$ cat src/sv/assert_macros.svh
// Assertion macros shared by the deframer modules.
`ifndef ASSERT_MACROS_SVH
`define ASSERT_MACROS_SVH

// Checked at every rising edge of clk, suspended while rst_n is low.
`define ASSERT_CLK(label, prop, msg) \
  label: assert property (@(posedge clk) disable iff (!rst_n) (prop)) else $error(msg);

// Checked at every rising edge of clk, reset included.
`define ASSERT_ALWAYS(label, prop, msg) \
  label: assert property (@(posedge clk) (prop)) else $error(msg);

`endif

$ cat src/sv/opd_pkg.sv
// ----------------------------------------------------------------------------
// opd_pkg
// Types and constants shared by the packet deframer modules.
// ----------------------------------------------------------------------------
`default_nettype none

package opd_pkg;

  // Widest body length that is accepted, in bits.
  localparam int LENGTH_BITS = 32;
  localparam logic [32:0] LEN_MAX = 33'((64'd1 << LENGTH_BITS) - 64'd1);

  // Length octet boundaries.
  localparam logic [7:0] LEN_TWO_OCTET  = 8'd192;
  localparam logic [7:0] LEN_PARTIAL    = 8'd224;
  localparam logic [7:0] LEN_FIVE_OCTET = 8'd255;

  // Header octet fields.
  localparam logic [7:0] HDR_VALID_BIT = 8'h80;
  localparam logic [7:0] HDR_NEW_BIT   = 8'h40;
  localparam logic [7:0] HDR_OLD_TAG   = 8'h3C;
  localparam logic [7:0] HDR_OLD_LT    = 8'h03;
  localparam logic [7:0] HDR_NEW_TAG   = 8'h3F;
  localparam logic [1:0] OLD_LT_INDET  = 2'd3;

  // Octet classification reported with each result.
  localparam logic [2:0] KIND_HEADER  = 3'd0;
  localparam logic [2:0] KIND_LENGTH  = 3'd1;
  localparam logic [2:0] KIND_TAG     = 3'd2;
  localparam logic [2:0] KIND_BODY    = 3'd3;
  localparam logic [2:0] KIND_DISCARD = 3'd4;

  // Error codes.
  localparam logic [2:0] ERR_NONE      = 3'd0;
  localparam logic [2:0] ERR_BAD_HDR   = 3'd1;
  localparam logic [2:0] ERR_TRUNC_LEN = 3'd2;
  localparam logic [2:0] ERR_PARTIAL   = 3'd3;
  localparam logic [2:0] ERR_TRUNC_BDY = 3'd4;
  localparam logic [2:0] ERR_EMPTY_SUB = 3'd5;

  // Parser phases, one-hot.
  typedef enum logic [7:0] {
    PH_START      = 8'b0000_0001,
    PH_OLD_LEN    = 8'b0000_0010,
    PH_NEW_FIRST  = 8'b0000_0100,
    PH_NEW_SECOND = 8'b0000_1000,
    PH_NEW_FIVE   = 8'b0001_0000,
    PH_TAG        = 8'b0010_0000,
    PH_BODY       = 8'b0100_0000,
    PH_DISCARD    = 8'b1000_0000
  } phase_t;

  // Input request.
  typedef struct packed {
    logic [7:0] data_byte;
    logic       last;
  } in_item_t;

  // Result request.
  typedef struct packed {
    logic [7:0]  out_byte;
    logic [2:0]  byte_kind;
    logic [7:0]  pkt_tag;
    logic [31:0] body_length;
    logic        indeterminate;
    logic        packet_end;
    logic [2:0]  error_code;
  } out_item_t;

  // Classified octet held in the queue between front and back.
  typedef struct packed {
    logic [7:0] data_byte;
    logic       last;
    logic       sub;
    logic       lt192;
    logic       lt224;
    logic       lt255;
  } q_item_t;

endpackage

`default_nettype wire

$ cat src/sv/opd_front.sv
// ----------------------------------------------------------------------------
// opd_front
// Holds the mode register, accepts input requests and classifies each octet
// for the back end.
// ----------------------------------------------------------------------------
`default_nettype none

module opd_front (
  input  wire logic             clk,
  input  wire logic             rst_n,
  input  wire logic             cfg_valid,
  output logic                  cfg_ready,
  input  wire logic             cfg_data,
  input  wire logic             in_valid,
  output logic                  in_ready,
  input  wire opd_pkg::in_item_t in_data,
  output logic                  push,
  output opd_pkg::q_item_t      push_item,
  input  wire logic             q_full
);

  logic mode_r;
  logic mode_nxt;

  // The mode register takes every write request.
  assign cfg_ready = 1'b1;
  assign mode_nxt  = (cfg_valid && cfg_ready) ? cfg_data : mode_r;

  always_ff @(posedge clk) begin
    if (!rst_n) begin
      mode_r <= 1'b0;
    end else begin
      mode_r <= mode_nxt;
    end
  end

  // An octet enters the queue whenever there is room.
  assign in_ready = !q_full;
  assign push     = in_valid && in_ready;

  // Range flags for the length octet decode, with the mode of this octet.
  always_comb begin
    push_item.data_byte = in_data.data_byte;
    push_item.last      = in_data.last;
    push_item.sub       = mode_r;
    push_item.lt192     = in_data.data_byte < opd_pkg::LEN_TWO_OCTET;
    push_item.lt224     = in_data.data_byte < opd_pkg::LEN_PARTIAL;
    push_item.lt255     = in_data.data_byte < opd_pkg::LEN_FIVE_OCTET;
  end

endmodule

`default_nettype wire

$ cat src/sv/opd_fifo.sv
// ----------------------------------------------------------------------------
// opd_fifo
// Two-entry queue of classified octets between the front and the back end.
// ----------------------------------------------------------------------------
`default_nettype none
`include "assert_macros.svh"

module opd_fifo (
  input  wire logic             clk,
  input  wire logic             rst_n,
  input  wire logic             push,
  input  wire opd_pkg::q_item_t push_item,
  output logic                  q_full,
  output logic                  q_valid,
  output opd_pkg::q_item_t      q_item,
  input  wire logic             pop
);

  opd_pkg::q_item_t entry_r [2];
  logic       wr_ptr_r, wr_ptr_nxt;
  logic       rd_ptr_r, rd_ptr_nxt;
  logic [1:0] count_r, count_nxt;

  assign q_full  = count_r == 2'd2;
  assign q_valid = count_r != 2'd0;
  assign q_item  = entry_r[rd_ptr_r];

  // Pointer and fill count update.
  always_comb begin
    wr_ptr_nxt = push ? ~wr_ptr_r : wr_ptr_r;
    rd_ptr_nxt = pop  ? ~rd_ptr_r : rd_ptr_r;
    count_nxt  = count_r + {1'b0, push} - {1'b0, pop};
  end

  always_ff @(posedge clk) begin
    if (!rst_n) begin
      wr_ptr_r <= 1'b0;
      rd_ptr_r <= 1'b0;
      count_r  <= 2'd0;
    end else begin
      wr_ptr_r <= wr_ptr_nxt;
      rd_ptr_r <= rd_ptr_nxt;
      count_r  <= count_nxt;
    end
  end

  // Storage needs no reset.
  always_ff @(posedge clk) begin
    if (push) begin
      entry_r[wr_ptr_r] <= push_item;
    end
  end

  `ASSERT_CLK(a_count_range, count_r != 2'd3, "queue fill count out of range")
  `ASSERT_CLK(a_count_track,
    (push && !pop) |=> (count_r == $past(count_r) + 2'd1),
    "queue fill count lost a push")

endmodule

`default_nettype wire

$ cat src/sv/opd_back.sv
// ----------------------------------------------------------------------------
// opd_back
// Header and length parser: takes classified octets from the queue, keeps the
// packet state and registers one result per octet.
// ----------------------------------------------------------------------------
`default_nettype none
`include "assert_macros.svh"

module opd_back (
  input  wire logic             clk,
  input  wire logic             rst_n,
  input  wire logic             q_valid,
  input  wire opd_pkg::q_item_t q_item,
  output logic                  pop,
  output logic                  out_valid,
  input  wire logic             out_ready,
  output opd_pkg::out_item_t    out_data
);

  opd_pkg::phase_t    phase_r, phase_nxt;
  logic [2:0]         left_r, left_nxt;
  logic [31:0]        acc_r, acc_nxt;
  logic [31:0]        body_r, body_nxt;
  logic [7:0]         tag_r, tag_nxt;
  logic [7:0]         first_r, first_nxt;
  logic               runs_r, runs_nxt;
  logic [2:0]         err_r, err_nxt;
  logic               out_valid_r, out_valid_nxt;
  opd_pkg::out_item_t out_data_r;
  opd_pkg::out_item_t res;

  logic [7:0]  b;
  logic        lst;
  logic        sub;
  logic [2:0]  kind;
  logic        ind;
  logic [31:0] blen;
  logic [2:0]  err;
  logic        pend;
  logic        cl_go;
  logic [32:0] cl_len;
  logic [31:0] acc_shift;
  logic [2:0]  left_dec;
  logic [7:0]  hi_part;

  // An octet leaves the queue when the output register is free or emptying.
  assign pop = q_valid && (!out_valid_r || out_ready);

  assign b         = q_item.data_byte;
  assign lst       = q_item.last;
  assign sub       = q_item.sub;
  assign acc_shift = {acc_r[23:0], b};
  assign left_dec  = left_r - 3'd1;
  assign hi_part   = first_r - opd_pkg::LEN_TWO_OCTET;

  // Next state and result for the octet at the head of the queue.
  always_comb begin
    phase_nxt = phase_r;
    left_nxt  = left_r;
    acc_nxt   = acc_r;
    body_nxt  = body_r;
    tag_nxt   = tag_r;
    first_nxt = first_r;
    runs_nxt  = runs_r;
    err_nxt   = err_r;
    kind      = opd_pkg::KIND_BODY;
    ind       = 1'b0;
    blen      = 32'd0;
    err       = opd_pkg::ERR_NONE;
    pend      = 1'b0;
    cl_go     = 1'b0;
    cl_len    = 33'd0;

    unique case (phase_r)
      opd_pkg::PH_START, opd_pkg::PH_NEW_FIRST: begin
        if (phase_r == opd_pkg::PH_START && !sub) begin
          // Header octet.
          kind = opd_pkg::KIND_HEADER;
          if (lst) begin
            err = opd_pkg::ERR_TRUNC_LEN;
          end else if ((b & opd_pkg::HDR_VALID_BIT) == 8'd0) begin
            err = opd_pkg::ERR_BAD_HDR;
          end else if ((b & opd_pkg::HDR_NEW_BIT) == 8'd0) begin
            tag_nxt = (b & opd_pkg::HDR_OLD_TAG) >> 2;
            if (b[1:0] == opd_pkg::OLD_LT_INDET) begin
              runs_nxt  = 1'b1;
              ind       = 1'b1;
              phase_nxt = opd_pkg::PH_BODY;
            end else begin
              left_nxt  = 3'(4'd1 << b[1:0]);
              acc_nxt   = 32'd0;
              phase_nxt = opd_pkg::PH_OLD_LEN;
            end
          end else begin
            tag_nxt   = b & opd_pkg::HDR_NEW_TAG;
            phase_nxt = opd_pkg::PH_NEW_FIRST;
          end
        end else begin
          // First new-format length octet.
          kind      = opd_pkg::KIND_LENGTH;
          first_nxt = b;
          if (phase_r == opd_pkg::PH_START) begin
            tag_nxt = 8'd0;
          end
          if (q_item.lt192) begin
            cl_go  = 1'b1;
            cl_len = {25'd0, b};
          end else if (q_item.lt224 || (sub && q_item.lt255)) begin
            if (lst) begin
              err = opd_pkg::ERR_TRUNC_LEN;
            end else begin
              phase_nxt = opd_pkg::PH_NEW_SECOND;
            end
          end else if (q_item.lt255) begin
            err = opd_pkg::ERR_PARTIAL;
          end else if (lst) begin
            err = opd_pkg::ERR_TRUNC_LEN;
          end else begin
            left_nxt  = 3'd4;
            acc_nxt   = 32'd0;
            phase_nxt = opd_pkg::PH_NEW_FIVE;
          end
        end
      end
      opd_pkg::PH_NEW_SECOND: begin
        kind   = opd_pkg::KIND_LENGTH;
        cl_go  = 1'b1;
        cl_len = {17'd0, hi_part, 8'd0} + {25'd0, b} + 33'(opd_pkg::LEN_TWO_OCTET);
      end
      opd_pkg::PH_OLD_LEN, opd_pkg::PH_NEW_FIVE: begin
        kind     = opd_pkg::KIND_LENGTH;
        acc_nxt  = acc_shift;
        left_nxt = left_dec;
        if (left_dec == 3'd0) begin
          cl_go  = 1'b1;
          cl_len = {1'b0, acc_shift};
        end else if (lst) begin
          err = opd_pkg::ERR_TRUNC_LEN;
        end
      end
      opd_pkg::PH_TAG, opd_pkg::PH_BODY: begin
        kind = (phase_r == opd_pkg::PH_TAG) ? opd_pkg::KIND_TAG : opd_pkg::KIND_BODY;
        if (phase_r == opd_pkg::PH_TAG) begin
          tag_nxt = b;
        end
        if (phase_r == opd_pkg::PH_BODY && runs_r) begin
          ind  = 1'b1;
          pend = lst;
        end else begin
          blen     = acc_r;
          body_nxt = body_r - 32'd1;
          if (body_r == 32'd1) begin
            pend      = 1'b1;
            phase_nxt = opd_pkg::PH_START;
          end else if (lst) begin
            err = opd_pkg::ERR_TRUNC_BDY;
          end
        end
      end
      default: begin
        kind = opd_pkg::KIND_DISCARD;
        err  = err_r;
      end
    endcase

    // Completion of a decoded length.
    if (cl_go) begin
      if (cl_len > opd_pkg::LEN_MAX) begin
        err = opd_pkg::ERR_TRUNC_BDY;
      end else begin
        acc_nxt = cl_len[31:0];
        blen    = cl_len[31:0];
        if (cl_len == 33'd0) begin
          if (sub) begin
            err = opd_pkg::ERR_EMPTY_SUB;
          end else begin
            pend      = 1'b1;
            phase_nxt = opd_pkg::PH_START;
          end
        end else begin
          body_nxt  = cl_len[31:0];
          phase_nxt = sub ? opd_pkg::PH_TAG : opd_pkg::PH_BODY;
          if (lst) begin
            err = opd_pkg::ERR_TRUNC_BDY;
          end
        end
      end
    end

    // A fresh or repeated error latches and discards the rest of the data.
    if (err != opd_pkg::ERR_NONE) begin
      err_nxt   = err;
      phase_nxt = opd_pkg::PH_DISCARD;
      pend      = 1'b0;
      ind       = 1'b0;
      if (kind == opd_pkg::KIND_DISCARD) begin
        blen = 32'd0;
      end
    end

    res.out_byte      = b;
    res.byte_kind     = kind;
    res.pkt_tag       = tag_nxt;
    res.body_length   = blen;
    res.indeterminate = ind;
    res.packet_end    = pend;
    res.error_code    = err;

    // The final octet of the data returns the parser to its reset state.
    if (lst) begin
      phase_nxt = opd_pkg::PH_START;
      left_nxt  = 3'd0;
      acc_nxt   = 32'd0;
      body_nxt  = 32'd0;
      tag_nxt   = 8'd0;
      first_nxt = 8'd0;
      runs_nxt  = 1'b0;
      err_nxt   = opd_pkg::ERR_NONE;
    end
  end

  // Parser state advances only on a popped octet.
  always_ff @(posedge clk) begin
    if (!rst_n) begin
      phase_r <= opd_pkg::PH_START;
      left_r  <= 3'd0;
      acc_r   <= 32'd0;
      body_r  <= 32'd0;
      tag_r   <= 8'd0;
      first_r <= 8'd0;
      runs_r  <= 1'b0;
      err_r   <= opd_pkg::ERR_NONE;
    end else if (pop) begin
      phase_r <= phase_nxt;
      left_r  <= left_nxt;
      acc_r   <= acc_nxt;
      body_r  <= body_nxt;
      tag_r   <= tag_nxt;
      first_r <= first_nxt;
      runs_r  <= runs_nxt;
      err_r   <= err_nxt;
    end
  end

  // Output register.
  assign out_valid_nxt = pop || (out_valid_r && !out_ready);

  always_ff @(posedge clk) begin
    if (!rst_n) begin
      out_valid_r <= 1'b0;
    end else begin
      out_valid_r <= out_valid_nxt;
    end
  end

  always_ff @(posedge clk) begin
    if (pop) begin
      out_data_r <= res;
    end
  end

  assign out_valid = out_valid_r;
  assign out_data  = out_data_r;

  `ASSERT_CLK(a_err_no_end,
    (out_valid_r && out_data_r.error_code != opd_pkg::ERR_NONE)
      |-> (!out_data_r.packet_end && !out_data_r.indeterminate),
    "error result flags a packet end")
  `ASSERT_CLK(a_last_clears,
    (pop && q_item.last) |=> (phase_r == opd_pkg::PH_START && err_r == opd_pkg::ERR_NONE),
    "final octet did not clear the parser")
  `ASSERT_CLK(a_discard_err,
    (phase_r == opd_pkg::PH_DISCARD) |-> (err_r != opd_pkg::ERR_NONE),
    "discarding without a latched error")

endmodule

`default_nettype wire

$ cat src/sv/openpgp_packet_deframer.sv
// ----------------------------------------------------------------------------
// openpgp_packet_deframer
// Classifies an OpenPGP octet stream into headers, length octets, subpacket
// tags and body octets, one octet per cycle while the receiver takes
// results. An accepted octet enters a two-entry queue, and the parser moves
// it from the head of the queue into the output register, where its result
// waits to be taken. While a result waits to be taken the queue absorbs two
// more octets, after which in_ready falls until the result leaves. The mode
// register (packet or signature subpacket parsing) is to be written while
// idle; an octet marked last returns all parser state to reset and keeps
// the mode.
// ----------------------------------------------------------------------------
`default_nettype none

module openpgp_packet_deframer (
  input  wire logic              clk,
  input  wire logic              rst_n,
  input  wire logic              cfg_valid,
  output logic                   cfg_ready,
  input  wire logic              cfg_data,
  input  wire logic              in_valid,
  output logic                   in_ready,
  input  wire opd_pkg::in_item_t in_data,
  output logic                   out_valid,
  input  wire logic              out_ready,
  output opd_pkg::out_item_t     out_data
);

  logic             push;
  opd_pkg::q_item_t push_item;
  logic             q_full;
  logic             q_valid;
  opd_pkg::q_item_t q_item;
  logic             pop;

  // Front: mode register, input handshake and octet classification.
  opd_front u_front (
    .clk       (clk),
    .rst_n     (rst_n),
    .cfg_valid (cfg_valid),
    .cfg_ready (cfg_ready),
    .cfg_data  (cfg_data),
    .in_valid  (in_valid),
    .in_ready  (in_ready),
    .in_data   (in_data),
    .push      (push),
    .push_item (push_item),
    .q_full    (q_full)
  );

  // Queue between front and back.
  opd_fifo u_fifo (
    .clk       (clk),
    .rst_n     (rst_n),
    .push      (push),
    .push_item (push_item),
    .q_full    (q_full),
    .q_valid   (q_valid),
    .q_item    (q_item),
    .pop       (pop)
  );

  // Back: parser and output register.
  opd_back u_back (
    .clk       (clk),
    .rst_n     (rst_n),
    .q_valid   (q_valid),
    .q_item    (q_item),
    .pop       (pop),
    .out_valid (out_valid),
    .out_ready (out_ready),
    .out_data  (out_data)
  );

endmodule

`default_nettype wire

$ cat config.mk
export PLATFORM = sky130hd
export DESIGN_NAME = openpgp_packet_deframer
export DESIGN_NICKNAME = d
export VERILOG_FILES = /design/src/sv/opd_pkg.sv /design/src/sv/opd_front.sv /design/src/sv/opd_fifo.sv /design/src/sv/opd_back.sv /design/src/sv/openpgp_packet_deframer.sv
export VERILOG_INCLUDE_DIRS = /design/src /design/src/sv
export SDC_FILE = /design/constraint.sdc
export NUM_CORES = 1
export LEC_CHECK = 0
export BUFFER_PORTS_ARGS = -buffer_cell sky130_fd_sc_hd__buf_2
export CAP_MARGIN = 5
export CORE_AREA = 2 2 127 190
export DETAILED_ROUTE_END_ITERATION = 16
export DIE_AREA = 0 0 129 192
export SKIP_LAST_GASP = 1
export SYNTH_ARGS = -nofsm -noshare
export SYNTH_HDL_FRONTEND = slang
export SYNTH_SLANG_ARGS = --single-unit
$ cat constraint.sdc
create_clock -name clk -period 5.7 [get_ports clk]
set_clock_uncertainty 0.15 [all_clocks]
set_input_delay 0 -clock clk [delete_from_list [all_inputs] [get_ports clk]]
set_output_delay 0 -clock clk [all_outputs]
set_load 0.1 [all_outputs]
==> flow_summary.json <==
{
  "critPathMaxStageDelay_ps": 960,
  "ys.flop_type": "dfxtp_1",
  "critical-path-slowest-cell": "dfxtp_1",
  "route.detailed.wl_per_inst_um": 20.0,
  "routed_via_density": 5.94,
  "cts_buffers": 17,
  "hpwl_mm": 18.9,
  "drt-initial-drc-count": 691,
  "finalWirelength_mm": 27.0,
  "critical_path_arrival_ps": 4470,
  "synth_area_leaders": "edfxtp_1 (27%), dfxtp_1 (22%), nor2_1 (4.3%), a22oi_1 (3.9%), nand2_1 (3.5%)",
  "io_buffers": 72,
  "area_growth_pct": 15.3,
  "die_x_um": 129,
  "ant_nets": 0,
  "hold_viol": 0,
  "postCtsSetupBuffers": 0,
  "cellPowerDensity_nw_per_um2": 616,
  "dr.pass1.iters": 6,
  "max_freq_mhz": 234,
  "final_cells": 1351,
  "initial_core_util": 0.394,
  "synth_area_per_cell_um2": 9.46,
  "peakVddDrop_uv": 485,
  "synth_edf_count": 82,
  "cts-root-buf": "clkbuf_16",
  "cp_max_fo": 40,
  "min_period_ps": 4280,
  "yosys_warnings": 0,
  "leakagePower_nw": 3.85,
  "path_clk_slew_ps": 70,
  "cp-start-kind": "flop",
  "io_pins": 74,
  "fin_crit_sh": 0.751,
  "grt_pass1_vias": 7557,
  "final_nets": 1046,
  "placed_cells": 1305,
  "clk_path_buf_depth": 2,
  "synthCells": 961,
  "grt_antenna_before_repair": 0,
  "criticalPathCategory": "reg -> reg",
  "synthDominantCellAreaShare": 0.271,
  "async_flop_share": 0,
  "path_cells": "mux2_2, inv_1, ha_1, nand3b_1, xor2_1, o311ai_0, o41ai_1, o2111ai_1, nor2_2, buf_4, mux2i_1, a32o_1",
  "syn-cell-area_um2": 9090,
  "fp-row-count": 68,
  "setup_viol": 0,
  "synth.net_count": 984,
  "dieArea_um2": 24800,
  "cts_tree": "built",
  "drv_slew": 0,
  "synth-seq-area-share": 0.496,
  "yosys.cell_types.count": 77,
  "cp-end-kind": "flop",
  "worstMarginPinSlew_ps": 1120,
  "grt_max_degree": 46,
  "track_usage": 0.222,
  "gp_congestion": 0.930,
  "htree_num_levels": 4,
  "ys_ff_latch": 184,
  "vias": 8020,
  "clock_latency_ps": 450,
  "antenna_cells": 0,
  "cts_resized": 0,
  "rsz0062_at_grt": "no",
  "drive_gt1_frac": 0.147,
  "fin_setup_tns_ps": 0,
  "grt_first_pass_wirelength_mm": 42.2,
  "die_y_um": 192,
  "required_ps": 5890,
  "hold_class": "in -> reg",
  "synth_top_cell_by_area": "edfxtp_1",
  "status": "finished, final reports clean",
  "slew_headroom": 0.253,
  "maxCapViolations": 0,
  "drc": 0,
  "core_um2": 23100,
  "grt_overflow": 0,
  "cts_sinks": 184
}
[critical path: cells and delay by family, from the launching register on]
family / cells / cell delay, ps
AOI/OAI and AO/OA: 4 / 970
DFF: 1 / 960
and+or+nand+nor: 2 / 360
adders and majority gates: 1 / 210
buffers and inverters: 2 / 600
muxes: 2 / 690
xor gates and xnor gates: 1 / 200
[registers in the layout (all words and copies together) (netlist names), 2 cells and up, named ones only]
name / count
u_back.acc_r: 32
u_back.left_r: 3
u_back.tag_r: 8
u_back.phase_r: 8
u_back.body_r: 32
u_back.first_r: 8
u_back.out_data: 56
u_fifo.count_r: 2
u_back.err_r: 3
u_fifo.entry_r: 26
[repair_timing]
item	CTS	global route
endpoints found under the hold margin	36	0
setup endpoints to repair	0	0
hold buffers	14	0
[report_power, final]
group	switching, mW	internal, mW	total (mW)
logic	2.66	0.690	3.35
registers	0.174	1.71	1.89
clock network	0.564	0.661	1.22
total	3.39	3.06	6.46
[routing by layer]
metal / GRT usage / vias up / wire [µm]
met5: 0 / - / 0
met4: 0.147 / 0 / 1750
met3: 0.0326 / 101 / 1290
met2: 0.377 / 329 / 13500
met1: 0.256 / 3841 / 10400
li1: - / 3749 / -
[kinds of logic (layout without fill, tap and decap cells)]
family | after synthesis | in the layout | share of synthesized area
multiplexers | 16 | 16 | 0.0182
buffers and inverters | 96 | 171 | 0.0449
other | 1 | 1 | 0.000413
adder cells (fa/ha/maj) | 8 | 8 | 0.0110
AND/OR/NAND/NOR | 339 | 339 | 0.184
flip-flops | 184 | 184 | 0.496
AO/OA/AOI/OAI | 300 | 300 | 0.230
XOR/XNOR | 17 | 17 | 0.0164
[cell usage after synthesis (3+ instances only)]
master     number
a221o_1         7
a21oi_1        49
nand3_1        25
o22ai_1        12
a31o_2          3
a311oi_1        3
nand2_1        84
nor4_1         15
inv_1          33
o211ai_1        8
o2111ai_1       5
o31ai_1         5
mux2i_1        12
a211oi_1        7
a21o_1         13
and2_1          8
a22oi_1        47
buf_1           4
nand4_1        12
xor2_1          9
mux2_2          3
o311ai_0        4
o21ai_1         3
a32o_1          5
or4_1           6
dfxtp_1       102
a22o_1         23
nand2b_1       12
a32oi_1         4
nor2_1        104
o21a_1          4
ha_1            8
o21ai_0        60
edfxtp_1       82
buf_6           4
xnor2_1         8
or3_1           8
nor3_1         29
a31oi_1        17
and3_1          6
or2_2           5
nand3b_1        4
clkbuf_1       45
buf_2           7
or3b_2          3
[placed cells by master (no fill, tap or decap), types with 9 or more instances in the layout]
| master | n |
|---|---|
| dfxtp_1 | 102 |
| buf_4 | 20 |
| edfxtp_1 | 82 |
| inv_1 | 31 |
| a22o_1 | 23 |
| nand2b_1 | 12 |
| mux2i_1 | 12 |
| a21oi_1 | 49 |
| xor2_1 | 9 |
| dlygate4sd3_1 | 14 |
| nand3_1 | 25 |
| o21ai_0 | 60 |
| o22ai_1 | 12 |
| buf_2 | 72 |
| nor3_1 | 29 |
| a22oi_1 | 47 |
| a31oi_1 | 17 |
| nor2_1 | 102 |
| nand2_1 | 84 |
| a21o_1 | 13 |
| nor4_1 | 15 |
| nand4_1 | 12 |
| clkbuf_16 | 18 |
[through the flow]
stage	setup slack, ps	area, µm²	utilization	total power, mW	hold WS (ps)
2_1_floorplan	1120	9090	-	4.55	-51.1
3_3_place_gp	1560	9720	0.421	5.22	38.5
3_5_place_dp	1430	9720	0.421	5.22	44.5
4_1_cts	1450	10500	0.454	6.45	128
5_1_grt	953	10500	0.454	6.75	148
6_report	1420	10500	0.454	6.46	140
[final timing paths]
path	startpoint	to	slack, ps	depth (start not counted)
hold reg to reg	u_front.mode_r$_SDFFE_PN0P_	u_fifo.entry_r[0][3]$_DFFE_PP_	320	0
setup reg to reg	flop	u_back.phase_r[6]$_SDFFE_PN0P_	1420	12
hold / removal	in_data[0]	u_fifo.entry_r[0][4]$_DFFE_PP_	140	2
setup / recovery	flop	u_back.phase_r[6]$_SDFFE_PN0P_	1420	12
[area by class of cell]
| class | instances | area, µm² |
|---|---|---|
| sequential | 184 | 4500 |
| clock inverter | 13 | 158 |
| multi-input combinational | 681 | 4180 |
| fill | 2198 | 12600 |
| inverter | 33 | 124 |
| clock buffer | 19 | 464 |
| tap | 315 | 394 |
| timing repair buffer | 106 | 651 |
(Power assumes the default switching activity.)
